<file path="config.mk">
export PLATFORM = sky130hd
export DESIGN_NAME = length_framed_packet_parser
export DESIGN_NICKNAME = d
export VERILOG_FILES = /design/src/design/lfpp_pkg.sv /design/src/design/lfpp_ram.sv /design/src/design/lfpp_ctrl.sv /design/src/design/lfpp_dp.sv /design/src/design/length_framed_packet_parser.sv
export SDC_FILE = /design/constraint.sdc
export NUM_CORES = 1
export LEC_CHECK = 0
export BUFFER_PORTS_ARGS = -buffer_cell sky130_fd_sc_hd__buf_4
export CORE_ASPECT_RATIO = 0.6
export CORE_MARGIN = 1.5
export CORE_UTILIZATION = 61
export DETAILED_ROUTE_END_ITERATION = 10
export GPL_TIMING_DRIVEN = 0
export PLACE_DENSITY = 0.78
export SLEW_MARGIN = 20
export SYNTH_ARGS = -nofsm -noshare
export SYNTH_HDL_FRONTEND = slang
export SYNTH_HIERARCHICAL = 1
export SYNTH_SLANG_ARGS = --single-unit
</file>
<file path="constraint.sdc">
create_clock -name clk -period 5.5 [get_ports clk]
set_input_delay 0.55 -clock clk [delete_from_list [all_inputs] [get_ports clk]]
set_output_delay 0.55 -clock clk [all_outputs]
set_load 0.03 [all_outputs]
</file>
<file path="src/design/lfpp_pkg.sv">
`timescale 1ns / 1ps
// Package for the length-framed packet parser: sizes, codes and the
// command/status structs shared by the controller and the datapath. No dependencies.
package lfpp_pkg;

    localparam int PAYLOAD_MAX = 32;
    localparam int ADDR_W      = $clog2(PAYLOAD_MAX);
    localparam int CNT_W       = $clog2(PAYLOAD_MAX + 1);
    localparam int LEN_W       = 6;
    localparam int SEQ_W       = 32;

    localparam logic [7:0] HEADER_RESET = 8'd64;
    localparam logic [7:0] MIN_LEN      = 8'd2;

    typedef enum logic [1:0] {
        ST_INCOMPLETE = 2'd0,
        ST_OK         = 2'd1,
        ST_LEN_ERR    = 2'd2,
        ST_CSUM_ERR   = 2'd3
    } status_t;

    typedef enum logic [2:0] {
        PH_HUNT,
        PH_LEN,
        PH_CMD,
        PH_PAY,
        PH_CHK,
        PH_EMIT
    } ctrl_state_t;

    typedef enum logic [1:0] {
        OUT_NONE,
        OUT_STATUS,
        OUT_EMPTY,
        OUT_RUN
    } out_sel_t;

    typedef struct packed {
        logic     sum_init;
        logic     sum_add;
        logic     load_len;
        logic     load_cmd;
        logic     store_pay;
        logic     inc_seq;
        logic     rd_start;
        logic     rd_next;
        out_sel_t out_sel;
        status_t  out_status;
    } ctrl_cmd_t;

    typedef struct packed {
        logic hdr_match;
        logic len_bad;
        logic len_zero;
        logic pay_done;
        logic sum_ok;
        logic run_last;
        logic out_free;
    } dp_status_t;

endpackage

</file>
<file path="src/design/lfpp_ram.sv">
`timescale 1ns / 1ps
// Generic single-write, single-read RAM with registered read data.
// No dependencies.
module lfpp_ram #(
    parameter int WIDTH = 8,
    parameter int DEPTH = 32
) (
    input  logic                     clk,
    input  logic                     wr_en,
    input  logic [$clog2(DEPTH)-1:0] wr_addr,
    input  logic [WIDTH-1:0]         wr_data,
    input  logic                     rd_en,
    input  logic [$clog2(DEPTH)-1:0] rd_addr,
    output logic [WIDTH-1:0]         rd_data
);

    logic [WIDTH-1:0] mem [DEPTH];
    logic [WIDTH-1:0] rd_data_reg;

    always_ff @(posedge clk)
    begin
        if (wr_en)
        begin
            mem[wr_addr] <= wr_data;
        end
        if (rd_en)
        begin
            rd_data_reg <= mem[rd_addr];
        end
    end

    assign rd_data = rd_data_reg;

endmodule

</file>
<file path="src/design/lfpp_ctrl.sv">
`timescale 1ns / 1ps
// Frame controller: parse phase state machine and the payload emit run.
// Depends on lfpp_pkg.
module lfpp_ctrl
    import lfpp_pkg::*;
(
    input  logic       clk,
    input  logic       rst_n,
    input  logic       in_valid,
    output logic       in_stall,
    input  dp_status_t dp_status,
    output ctrl_cmd_t  cmd
);

    ctrl_state_t state_reg;
    ctrl_state_t state_next;
    logic        accept;

    // Input taken only in parse phases, and only when the output slot is free.
    assign in_stall = (state_reg == PH_EMIT) || !dp_status.out_free;
    assign accept   = in_valid && !in_stall;

    always_ff @(posedge clk or negedge rst_n)
    begin
        if (!rst_n)
        begin
            state_reg <= PH_HUNT;
        end
        else
        begin
            state_reg <= state_next;
        end
    end

    always_comb
    begin
        state_next = state_reg;
        unique case (state_reg)
            PH_HUNT:
            begin
                if (accept && dp_status.hdr_match)
                begin
                    state_next = PH_LEN;
                end
            end
            PH_LEN:
            begin
                if (accept)
                begin
                    state_next = dp_status.len_bad ? PH_HUNT : PH_CMD;
                end
            end
            PH_CMD:
            begin
                if (accept)
                begin
                    state_next = dp_status.len_zero ? PH_CHK : PH_PAY;
                end
            end
            PH_PAY:
            begin
                if (accept && dp_status.pay_done)
                begin
                    state_next = PH_CHK;
                end
            end
            PH_CHK:
            begin
                if (accept)
                begin
                    if (dp_status.sum_ok && !dp_status.len_zero)
                    begin
                        state_next = PH_EMIT;
                    end
                    else
                    begin
                        state_next = PH_HUNT;
                    end
                end
            end
            PH_EMIT:
            begin
                if (dp_status.out_free && dp_status.run_last)
                begin
                    state_next = PH_HUNT;
                end
            end
            default:
            begin
                state_next = PH_HUNT;
            end
        endcase
    end

    always_comb
    begin
        cmd            = '0;
        cmd.out_sel    = OUT_NONE;
        cmd.out_status = ST_INCOMPLETE;
        unique case (state_reg)
            PH_HUNT:
            begin
                if (accept)
                begin
                    cmd.sum_init = dp_status.hdr_match;
                    cmd.out_sel  = OUT_STATUS;
                end
            end
            PH_LEN:
            begin
                if (accept)
                begin
                    cmd.out_sel = OUT_STATUS;
                    if (dp_status.len_bad)
                    begin
                        cmd.out_status = ST_LEN_ERR;
                    end
                    else
                    begin
                        cmd.load_len = 1'b1;
                        cmd.sum_add  = 1'b1;
                    end
                end
            end
            PH_CMD:
            begin
                if (accept)
                begin
                    cmd.load_cmd = 1'b1;
                    cmd.sum_add  = 1'b1;
                    cmd.out_sel  = OUT_STATUS;
                end
            end
            PH_PAY:
            begin
                if (accept)
                begin
                    cmd.store_pay = 1'b1;
                    cmd.sum_add   = 1'b1;
                    cmd.out_sel   = OUT_STATUS;
                end
            end
            PH_CHK:
            begin
                if (accept)
                begin
                    if (!dp_status.sum_ok)
                    begin
                        cmd.out_sel    = OUT_STATUS;
                        cmd.out_status = ST_CSUM_ERR;
                    end
                    else if (dp_status.len_zero)
                    begin
                        cmd.inc_seq = 1'b1;
                        cmd.out_sel = OUT_EMPTY;
                    end
                    else
                    begin
                        // first payload read issued now, emitted from PH_EMIT once the output is free
                        cmd.inc_seq  = 1'b1;
                        cmd.rd_start = 1'b1;
                    end
                end
            end
            PH_EMIT:
            begin
                if (dp_status.out_free)
                begin
                    cmd.out_sel = OUT_RUN;
                    cmd.rd_next = !dp_status.run_last;
                end
            end
            default:
            begin
                cmd.out_sel = OUT_NONE;
            end
        endcase
    end

endmodule

</file>
<file path="src/design/lfpp_dp.sv">
`timescale 1ns / 1ps
// Datapath: header register, length/command/sum/sequence registers, payload
// store and the output register. Depends on lfpp_pkg and lfpp_ram.
module lfpp_dp
    import lfpp_pkg::*;
(
    input  logic              clk,
    input  logic              rst_n,
    input  logic              cfg_valid,
    output logic              cfg_ready,
    input  logic [7:0]        cfg_data,
    input  logic [7:0]        rx_byte,
    input  ctrl_cmd_t         cmd,
    output dp_status_t        dp_status,
    output logic              out_valid,
    input  logic              out_stall,
    output logic [1:0]        status,
    output logic [7:0]        command,
    output logic [LEN_W-1:0]  frame_payload_len,
    output logic [SEQ_W-1:0]  sequence_res,
    output logic [7:0]        payload_byte,
    output logic              payload_valid,
    output logic              last
);

    logic [7:0]       header_code_reg;
    logic [CNT_W-1:0] payload_len_reg;
    logic [CNT_W-1:0] byte_count_reg;
    logic [7:0]       cmd_hold_reg;
    logic [7:0]       sum_reg;
    logic [SEQ_W-1:0] seq_reg;
    logic [SEQ_W-1:0] frame_seq_reg;
    logic [ADDR_W-1:0] rd_idx_reg;
    logic [ADDR_W-1:0] rd_addr;
    logic [7:0]       ram_rd_data;
    logic             rd_en;

    logic             out_valid_reg;
    status_t          status_reg;
    logic [7:0]       command_reg;
    logic [LEN_W-1:0] len_out_reg;
    logic [SEQ_W-1:0] seq_out_reg;
    logic [7:0]       pbyte_reg;
    logic             pvalid_reg;
    logic             last_reg;

    assign cfg_ready = 1'b1;

    assign dp_status.hdr_match = (rx_byte == header_code_reg);
    assign dp_status.len_bad   = (rx_byte < MIN_LEN) ||
                                 ({1'b0, rx_byte} > 9'(PAYLOAD_MAX + 2));
    assign dp_status.len_zero  = (payload_len_reg == '0);
    assign dp_status.pay_done  = ({1'b0, byte_count_reg} + 1'b1) >= {1'b0, payload_len_reg};
    assign dp_status.sum_ok    = (sum_reg == rx_byte);
    assign dp_status.run_last  = ((CNT_W + 1)'(rd_idx_reg) + 1'b1) == {1'b0, payload_len_reg};
    assign dp_status.out_free  = !out_valid_reg || !out_stall;

    assign rd_en   = cmd.rd_start || cmd.rd_next;
    assign rd_addr = cmd.rd_start ? '0 : ADDR_W'(rd_idx_reg + 1'b1);

    lfpp_ram #(
        .WIDTH (8),
        .DEPTH (PAYLOAD_MAX)
    ) u_store (
        .clk     (clk),
        .wr_en   (cmd.store_pay),
        .wr_addr (byte_count_reg[ADDR_W-1:0]),
        .wr_data (rx_byte),
        .rd_en   (rd_en),
        .rd_addr (rd_addr),
        .rd_data (ram_rd_data)
    );

    always_ff @(posedge clk or negedge rst_n)
    begin
        if (!rst_n)
        begin
            header_code_reg <= HEADER_RESET;
            payload_len_reg <= '0;
            byte_count_reg  <= '0;
            cmd_hold_reg    <= '0;
            sum_reg         <= '0;
            seq_reg         <= '0;
            frame_seq_reg   <= '0;
            rd_idx_reg      <= '0;
        end
        else
        begin
            if (cfg_valid && cfg_ready)
            begin
                header_code_reg <= cfg_data;
            end
            if (cmd.sum_init)
            begin
                sum_reg <= rx_byte;
            end
            else if (cmd.sum_add)
            begin
                sum_reg <= sum_reg + rx_byte;
            end
            if (cmd.load_len)
            begin
                payload_len_reg <= CNT_W'(rx_byte - MIN_LEN);
            end
            if (cmd.load_cmd)
            begin
                cmd_hold_reg   <= rx_byte;
                byte_count_reg <= '0;
            end
            else if (cmd.store_pay)
            begin
                byte_count_reg <= byte_count_reg + 1'b1;
            end
            if (cmd.inc_seq)
            begin
                frame_seq_reg <= seq_reg;
                seq_reg       <= seq_reg + 1'b1;
            end
            if (rd_en)
            begin
                rd_idx_reg <= rd_addr;
            end
        end
    end

    // Output register: control bit resets, payload fields load on demand.
    always_ff @(posedge clk or negedge rst_n)
    begin
        if (!rst_n)
        begin
            out_valid_reg <= 1'b0;
        end
        else if (cmd.out_sel != OUT_NONE)
        begin
            out_valid_reg <= 1'b1;
        end
        else if (!out_stall)
        begin
            out_valid_reg <= 1'b0;
        end
    end

    always_ff @(posedge clk)
    begin
        case (cmd.out_sel)
            OUT_STATUS:
            begin
                status_reg  <= cmd.out_status;
                command_reg <= '0;
                len_out_reg <= '0;
                seq_out_reg <= '0;
                pbyte_reg   <= '0;
                pvalid_reg  <= 1'b0;
                last_reg    <= 1'b1;
            end
            OUT_EMPTY:
            begin
                status_reg  <= ST_OK;
                command_reg <= cmd_hold_reg;
                len_out_reg <= '0;
                seq_out_reg <= seq_reg;
                pbyte_reg   <= '0;
                pvalid_reg  <= 1'b0;
                last_reg    <= 1'b1;
            end
            OUT_RUN:
            begin
                status_reg  <= ST_OK;
                command_reg <= cmd_hold_reg;
                len_out_reg <= LEN_W'(payload_len_reg);
                seq_out_reg <= frame_seq_reg;
                pbyte_reg   <= ram_rd_data;
                pvalid_reg  <= 1'b1;
                last_reg    <= dp_status.run_last;
            end
            default:
            begin
                status_reg <= status_reg;
            end
        endcase
    end

    assign out_valid         = out_valid_reg;
    assign status            = status_reg;
    assign command           = command_reg;
    assign frame_payload_len = len_out_reg;
    assign sequence_res      = seq_out_reg;
    assign payload_byte      = pbyte_reg;
    assign payload_valid     = pvalid_reg;
    assign last              = last_reg;

endmodule

</file>
<file path="src/design/length_framed_packet_parser.sv">
`timescale 1ns / 1ps
// Length-framed packet parser, top level.
// Frame: header, length L, command, L-2 payload bytes, 8-bit sum checksum.
// Input channel: in_valid / in_stall with rx_byte; an item moves when valid is
// high and stall low. Every input byte yields one result item, except that the
// checksum of a good frame yields one item per payload byte (one if the payload is empty).
// Output channel: out_valid / out_stall; results sit in an output register.
// Latency: a result appears the cycle after its byte is taken. The first payload
// item of a good frame is read from the payload store, whose read is registered:
// the read is issued with the checksum byte. Throughput: one byte per cycle while
// the output register drains; a good frame then adds an emit run that reads the
// payload back one entry a cycle from the payload RAM port while the output is free.
// in_stall is high during that run and while a held result is stalled.
// Config: cfg_valid / cfg_ready / cfg_data writes the header code; cfg_ready is
// always high. Reset: hunting for a header, header code 64, sequence number 0,
// output empty. No clearing pass is needed.
// Depends on lfpp_pkg, lfpp_ctrl, lfpp_dp, lfpp_ram.
module length_framed_packet_parser
    import lfpp_pkg::*;
(
    input  logic              clk,
    input  logic              rst_n,
    input  logic              cfg_valid,
    output logic              cfg_ready,
    input  logic [7:0]        cfg_data,
    input  logic              in_valid,
    output logic              in_stall,
    input  logic [7:0]        rx_byte,
    output logic              out_valid,
    input  logic              out_stall,
    output logic [1:0]        status,
    output logic [7:0]        command,
    output logic [LEN_W-1:0]  frame_payload_len,
    output logic [SEQ_W-1:0]  sequence_res,
    output logic [7:0]        payload_byte,
    output logic              payload_valid,
    output logic              last
);

    ctrl_cmd_t  cmd;
    dp_status_t dp_status;

    lfpp_ctrl u_ctrl (
        .clk       (clk),
        .rst_n     (rst_n),
        .in_valid  (in_valid),
        .in_stall  (in_stall),
        .dp_status (dp_status),
        .cmd       (cmd)
    );

    lfpp_dp u_dp (
        .clk               (clk),
        .rst_n             (rst_n),
        .cfg_valid         (cfg_valid),
        .cfg_ready         (cfg_ready),
        .cfg_data          (cfg_data),
        .rx_byte           (rx_byte),
        .cmd               (cmd),
        .dp_status         (dp_status),
        .out_valid         (out_valid),
        .out_stall         (out_stall),
        .status            (status),
        .command           (command),
        .frame_payload_len (frame_payload_len),
        .sequence_res      (sequence_res),
        .payload_byte      (payload_byte),
        .payload_valid     (payload_valid),
        .last              (last)
    );

endmodule
</file>
==> impl_metrics.py, run 1 <==
metrics = {
    "detailed_routing": {
        "wl_met3_um": 4020,
        "wl_met1_um": 18400,
        "routedWlPerCell_um": 24.5,
        "drt-total-wl_um": 40100,
        "via_per_inst": 6.22,
        "drtAntennaViolNets": 0,
        "wl_met2_um": 17000,
        "drt_iter0_markers": 1148,
        "route.detailed.drc": 0,
        "vias": 10200,
        "highest_layer": "met4",
        "drt_first_pass_iters": 5,
    },
    "power_and_ir_drop": {
        "peakVddDrop_mv": 0.311,
        "power.internal_mw": 6.81,
        "finalPower_mw": 9.94,
        "power_density_mw_per_mm2": 482,
        "combinationalPowerShare": 0.320,
        "swShare": 0.315,
        "clockPowerShare": 0.277,
        "power.leakage_nw": 7.61,
        "seq_power_share": 0.402,
        "p_sw_mw": 3.13,
    },
    "layout": {
        "largest-register": "u_dp/u_store/mem",
        "layout_commonest_cell": "edfxtp_1",
        "largest_register_ffs": 256,
        "area_delta_synth_final_pct": 13.1,
        "nets": 1248,
        "antenna_cells": 0,
        "stdcell_area_sq_mm": 0.0206,
        "layout_common_cells": "322 x edfxtp_1, 108 x dfrtp_1, 86 x buf_4",
        "fillCellCount": 1886,
        "drive_gt1_frac": 0.255,
        "final_util": 0.710,
    },
    "setup_path": {
        "crit_chain": "buf_4 > ha_1 > nor4_1 > nand2_1 > nor4_2 > nand3_1 > nor3_1 > clkbuf_1 > nor2_1 > clkbuf_1 > clkbuf_1 > mux4_2 > mux4_2 > mux2_2",
        "cp_data_required_time_ns": 5.77,
        "path_max_fanout": 39,
        "crit_family": "buffers and inverters",
        "r2r_slack_ns": 0.46,
        "crit_top_cell": "clkbuf_1",
        "end_kind": "flop",
        "rr_worst_depth": 13,
        "crit_type": "in2reg",
        "worstPathArrival_ns": 5.41,
        "slowest_stage": "mux4_2",
        "cp-start-kind": "input port",
        "cp_num_buf_inv": 4,
        "cp_slowest_stage_delay_ns": 0.52,
        "cp.depth": 14,
    },
    "synthesis": {
        "ys_seq_area_frac": 0.679,
        "async_flop_share": 0.253,
        "avgSynthCellArea_sq_um": 16.8,
        "synthesis.nets": 1128,
        "netlist_instances": 1088,
        "ys.warnings.count": 6,
        "synth_edf_count": 322,
        "synthesis.area_sq_mm": 0.0183,
        "synth_cell_types": 67,
        "ys_seq_elements": 431,
        "synthFlopType": "edfxtp_1",
    },
    "global_routing": {
        "grt_start_max_net_pins": 110,
        "antenna_found_initial": 1,
        "grt_usage": 0.267,
        "grt_pass1_vias": 9844,
        "grt_pass1_wl_um": 60200,
        "grt.overflow.total": 0,
    },
    "clock_tree": {
        "numClockSinks": 431,
        "clkTransAtPathRegs_ns": 0.07,
        "post_cts_resized": 0,
        "clockRootBuffer": "clkbuf_16",
        "h-tree-depth": 2,
        "cts_inserted_buffers": 39,
        "clock_latency_ns": 0.53,
        "postCtsHoldBufs": 0,
        "post_cts_buffers": 0,
        "cts_tree": "built",
        "clockBufferDepth": 3,
    },
    "timing": {
        "fin_ws_ns": 0.366,
        "hold_ws_ns": 0.0965,
        "max_freq_mhz": 195,
        "slew_headroom": 0.326,
        "final_max_slew_viol_count": 0,
        "finalClockSkew_ns": 0.0115,
        "hold_violations": 0,
        "tightest_slew_ns": 1.01,
        "fin_crit_sh": 0.933,
        "period_minus_slack_ns": 5.13,
        "rsz0062_at_grt": "no",
        "finalSetupViolations": 0,
    },
    "placement": {
        "place_area_sq_mm": 0.0194,
        "gp_congestion": 0.824,
        "numPortBuffers": 79,
        "dp_hpwl_um": 26700,
        "place_ws_ns": -0.388,
    },
    "floorplanning": {
        "die-height_um": 137,
        "fp.coreArea_sq_mm": 0.0291,
        "die_area_sq_mm": 0.0310,
        "initial_utilization": 0.628,
        "die_w_um": 226,
        "rows": 48,
        "pin_count": 82,
    },
    "min_path": {
        "min_path_type": "in2async",
    },
    "status": {
        "outcome": "finished, final reports clean",
    },
    "run": {
        "drv_cap": 0,
    },
}
-- metal layers --
metal / up-vias / GRT usage
li1: 4401 / -
met1: 5276 / 0.438
met2: 448 / 0.362
met3: 60 / 0.0620
met4: 0 / 0.0600
met5: - / 0
-- cells by family (layout without fill, tap and decap cells) --
group,Yosys count,count (layout),synth area share
AO/OA/AOI/OAI,60,60,0.0213
XOR/XNOR,68,68,0.0326
adder cells (fa/ha/maj),19,19,0.0134
buffers and inverters,69,218,0.0171
flip-flops,431,431,0.679
multiplexers,182,182,0.159
other,1,1,0.000205
AND/OR/NAND/NOR,258,258,0.0773
-- synth_stat cells, types with 6 or more instances --
master    count  share of area
a21oi_1      17         0.0047
and2_1       10         0.0034
and3_1       20         0.0069
buf_2        12         0.0033
buf_4         8         0.0033
clkbuf_1     25         0.0051
dfrtp_1     108           0.15
edfxtp_1    322           0.53
ha_1         18          0.012
inv_1        18         0.0037
mux2_2       58          0.036
mux2i_1      41          0.022
mux4_2       80          0.099
nand2_1      31         0.0064
nand3_1      24         0.0066
nand3b_1      6         0.0025
nand4_1      11         0.0038
nor2_1       74          0.015
nor2b_1      38          0.013
o21ai_0      11         0.0030
xnor2_1      44          0.021
xor2_1       24          0.012
-- per-stage QoR --
stage	instances	TNS, ns
final	1637	0
after global routing	1637	0
after CTS	1637	0
after detailed placement	1567	-2.78
after global placement	1567	-1.70
after floorplan	1088	0
-- power groups by stage --
stage / clock [mW] / combinational [mW] / sequential, mW
finish: 2.76 / 3.18 / 4.00
global route: 2.90 / 3.38 / 4.02
CTS: 2.79 / 3.17 / 4.00
detailed placement: 0 / 3.15 / 4.06
global placement: 0 / 3.07 / 4.05
floorplan: 0 / 1.85 / 4.31
-- final cells by class --
class / instances / area, sq um / area share
repair buffers: 79 / 599 / 0.0290
plain buffers: 51 / 244 / 0.0118
well taps: 400 / 500 / 0.0243
multi-input cells: 588 / 5550 / 0.269
clock inverters: 22 / 226 / 0.0110
clock buffers: 48 / 1050 / 0.0509
flip-flops and latches: 431 / 12400 / 0.601
inverters: 18 / 67.6 / 0.00327
-- final timing paths --
| path | from | endpoint |
|---|---|---|
| max | rx_byte[2] | u_dp/u_store/rd_data[3]$_DFFE_PP_ |
| min | rst_n | u_dp/frame_seq_reg[22]$_DFFE_PN0P_ |
| max reg2reg | u_dp/sum_reg[2]$_DFFE_PN0P_ | u_dp/u_store/rd_data[3]$_DFFE_PP_ |
| min reg2reg | u_dp/seq_reg[31]$_DFFE_PN0P_ | u_dp/seq_reg[31]$_DFFE_PN0P_ |
| max in group asynchronous | rst_n | u_dp/cmd_hold_reg[2]$_DFFE_PN0P_ |
| min in group clk | cfg_data[1] | u_dp/header_code_reg[1]$_DFFE_PN0P_ |
-- worst register-to-register path, delay by kind of cell, from the launching register on --
kind | cells | cell delay, ns
muxes | 3 | 1.30
and+or+nand+nor | 6 | 1.53
DFF | 1 | 0.39
buffers and inverters | 3 | 1.21
adders and majority gates | 1 | 0.35
(Power assumes the default switching activity.)
==> inputs of run 2 (changes only) <==
--- a/config.mk
+++ b/config.mk
@@ -8,10 +8,10 @@
 export BUFFER_PORTS_ARGS = -buffer_cell sky130_fd_sc_hd__buf_4
 export CORE_ASPECT_RATIO = 0.6
 export CORE_MARGIN = 1.5
-export CORE_UTILIZATION = 61
+export CORE_UTILIZATION = 55
 export DETAILED_ROUTE_END_ITERATION = 10
 export GPL_TIMING_DRIVEN = 0
-export PLACE_DENSITY = 0.78
+export PLACE_DENSITY = 0.74
 export SLEW_MARGIN = 20
 export SYNTH_ARGS = -nofsm -noshare
 export SYNTH_HDL_FRONTEND = slang
==> constraint.sdc (replaced) <==
create_clock -name clk -period 4.7 [get_ports clk]
set_input_delay 0.47 -clock clk [delete_from_list [all_inputs] [get_ports clk]]
set_output_delay 0.47 -clock clk [all_outputs]
set_load 0.03 [all_outputs]
==> run 2 against run 1 <==
Net effect:
- global-route usage shrank 3.3 points
- cell count rose by 1.8%
- design area grew 0.80%
- first-iteration DRC count shrank 12%
- clock-buffer cell count is 9 higher
- critical path depth decreased by 1
- register-to-register slack worse by 0.25 ns
- sequential power rose by 17%
- sequential cell count unchanged
- die area increased by 11%
- hold slack better by 0.073 ns
- sequential share of layout area decreased by 0.48 points
- largest power group unchanged
- highest routed layer unchanged
==> impl_metrics.py, run 2 (synthesized netlist as in run 1, its figures left out) <==
metrics = {
    "floorplanning": {
        "die_w_um": 238,
        "die_area_sq_mm": 0.0343,
        "pin_count": 82,
        "die-height_um": 144,
        "rows": 51,
        "fp.coreArea_sq_mm": 0.0325,
        "initial_utilization": 0.561,
    },
    "layout": {
        "fillCellCount": 2310,
        "layout_commonest_cell": "edfxtp_1",
        "fin_cells": 1666,
        "nets": 1251,
        "largest-register": "u_dp/u_store/mem",
        "layout_common_cells": "322 x edfxtp_1, 108 x dfrtp_1, 86 x buf_4",
        "antenna_cells": 0,
        "largest_register_ffs": 256,
        "drive_gt1_frac": 0.268,
        "area_delta_synth_final_pct": 14.0,
    },
    "run": {
        "drv_cap": 0,
    },
    "placement": {
        "dp_hpwl_um": 26200,
        "post-place-cells": 1592,
        "numPortBuffers": 79,
        "gp_congestion": 0.831,
    },
    "clock_tree": {
        "clkTransAtPathRegs_ns": 0.06,
        "numClockSinks": 431,
        "clockRootBuffer": "clkbuf_16",
        "h-tree-depth": 2,
        "cts_inserted_buffers": 39,
        "clock_latency_ns": 0.56,
        "cts_tree": "built",
        "clockBufferDepth": 3,
    },
    "setup_path": {
        "cp_slowest_stage_delay_ns": 0.51,
        "r2r-end": "u_dp/u_store/rd_data[5]$_DFFE_PP_",
        "r2r_slack_ns": 0.21,
        "cp_data_required_time_ns": 5.00,
        "slowest_stage": "mux4_2",
        "r2r_start": "u_dp/sum_reg[2]$_DFFE_PN0P_",
        "end_kind": "flop",
        "crit_top_cell": "mux4_2",
        "path_max_fanout": 10,
        "crit_chain": "ha_1 > nor4_1 > nand2_1 > nor4_4 > nand3_1 > nor3_1 > clkbuf_2 > nor2_1 > clkbuf_1 > buf_2 > mux4_2 > mux4_2 > mux2_2",
        "worstPathArrival_ns": 4.79,
        "crit_type": "reg2reg",
        "rr_worst_depth": 13,
        "cp-start-kind": "flop",
        "cp_num_buf_inv": 3,
        "crit_family": "simple AND/OR/NAND/NOR gates",
    },
    "detailed_routing": {
        "drt_first_pass_iters": 5,
        "via_per_inst": 6.00,
        "routedWlPerCell_um": 23.8,
        "route.detailed.drc": 0,
        "drtAntennaViolNets": 0,
        "vias": 9990,
        "drt-total-wl_um": 39600,
        "drt_iter0_markers": 1011,
    },
    "power_and_ir_drop": {
        "power.leakage_nw": 7.68,
        "peakVddDrop_mv": 0.300,
        "finalPower_mw": 11.7,
        "power_density_mw_per_mm2": 564,
    },
    "status": {
        "outcome": "finished, final reports clean",
    },
    "timing": {
        "period_minus_slack_ns": 4.49,
        "fin_tns_setup_ns": 0,
        "rsz0062_at_grt": "no",
        "finalClockSkew_ns": 0.0287,
        "hold_violations": 0,
        "final_max_slew_viol_count": 0,
        "finalSetupViolations": 0,
        "hold_ws_ns": 0.169,
        "slew_headroom": 0.353,
        "fin_crit_sh": 0.954,
        "max_freq_mhz": 223,
        "tightest_slew_ns": 0.966,
    },
    "min_path": {
        "hold_start": "cfg_data[3]",
        "hold_path_depth": 2,
        "worst_hold_path.endpoint": "u_dp/header_code_reg[3]$_DFFE_PN0P_",
        "min_path_type": "in2reg",
    },
    "global_routing": {
        "grt.overflow.total": 0,
        "grt_usage": 0.234,
        "grt_pass1_vias": 9676,
        "grt_start_max_net_pins": 74,
        "antenna_found_initial": 1,
        "grt_pass1_wl_um": 59000,
    },
}
==> run 2: report_power, final <==
group,internal [mW],switching [mW]
registers,4.48,0.188
logic,1.63,2.10
clock network,1.93,1.40
total,8.04,3.68
==> run 2: cell type report <==
type | instances | area (sq um) | share of cell area
plain buffers | 51 | 253 | 0.0121
multi-input cells | 588 | 5560 | 0.267
clock buffers | 57 | 1140 | 0.0550
well taps | 424 | 531 | 0.0255
repair buffers | 82 | 646 | 0.0310
clock inverters | 15 | 199 | 0.00956
inverters | 18 | 67.6 | 0.00325
flip-flops and latches | 431 | 12400 | 0.596
==> run 2: worst max-delay path by stage <==
stage	start	end	slack (ns)	cells past startpoint
floorplan	rx_byte[2]	u_dp/u_store/rd_data[0]$_DFFE_PP_	0.69	13
global placement	rx_byte[2]	u_dp/u_store/rd_data[2]$_DFFE_PP_	-0.99	14
detailed placement	rx_byte[2]	u_dp/u_store/rd_data[5]$_DFFE_PP_	-1.12	14
CTS	u_dp/payload_len_reg[0]$_DFFE_PN0P_	u_dp/u_store/rd_data[3]$_DFFE_PP_	0.06	10
global route	u_dp/sum_reg[2]$_DFFE_PN0P_	u_dp/u_store/rd_data[2]$_DFFE_PP_	0.006	13
finish	u_dp/sum_reg[2]$_DFFE_PN0P_	u_dp/u_store/rd_data[5]$_DFFE_PP_	0.21	13
==> run 2: layer usage <==
metal	share of wire	global-route usage	vias to the layer above
met3	0.11	0.0708	32
li1	-	-	4393
met4	0.0097	0.0426	0
met1	0.47	0.376	5180
met2	0.42	0.316	385
met5	0	0	-
==> run 2: stage by stage <==
step                cell area, sq um  setup WS, ns  utilization
floorplan                      18300         0.691            -
global placement               19400        -0.992        0.595
detailed placement             19400         -1.12        0.596
CTS                            20800        0.0608        0.639
global route                   20800       0.00650        0.639
finish                         20800         0.214        0.639
==> run 2: what timing repair did <==
item                                   in CTS  in global routing
setup endpoints to repair                   8                  8
endpoints found under the hold margin      36                  0
hold buffers                                1                  0
gates resized for setup                     7                  9
buffers inserted                            0                  1
pin swaps                                   0                  1
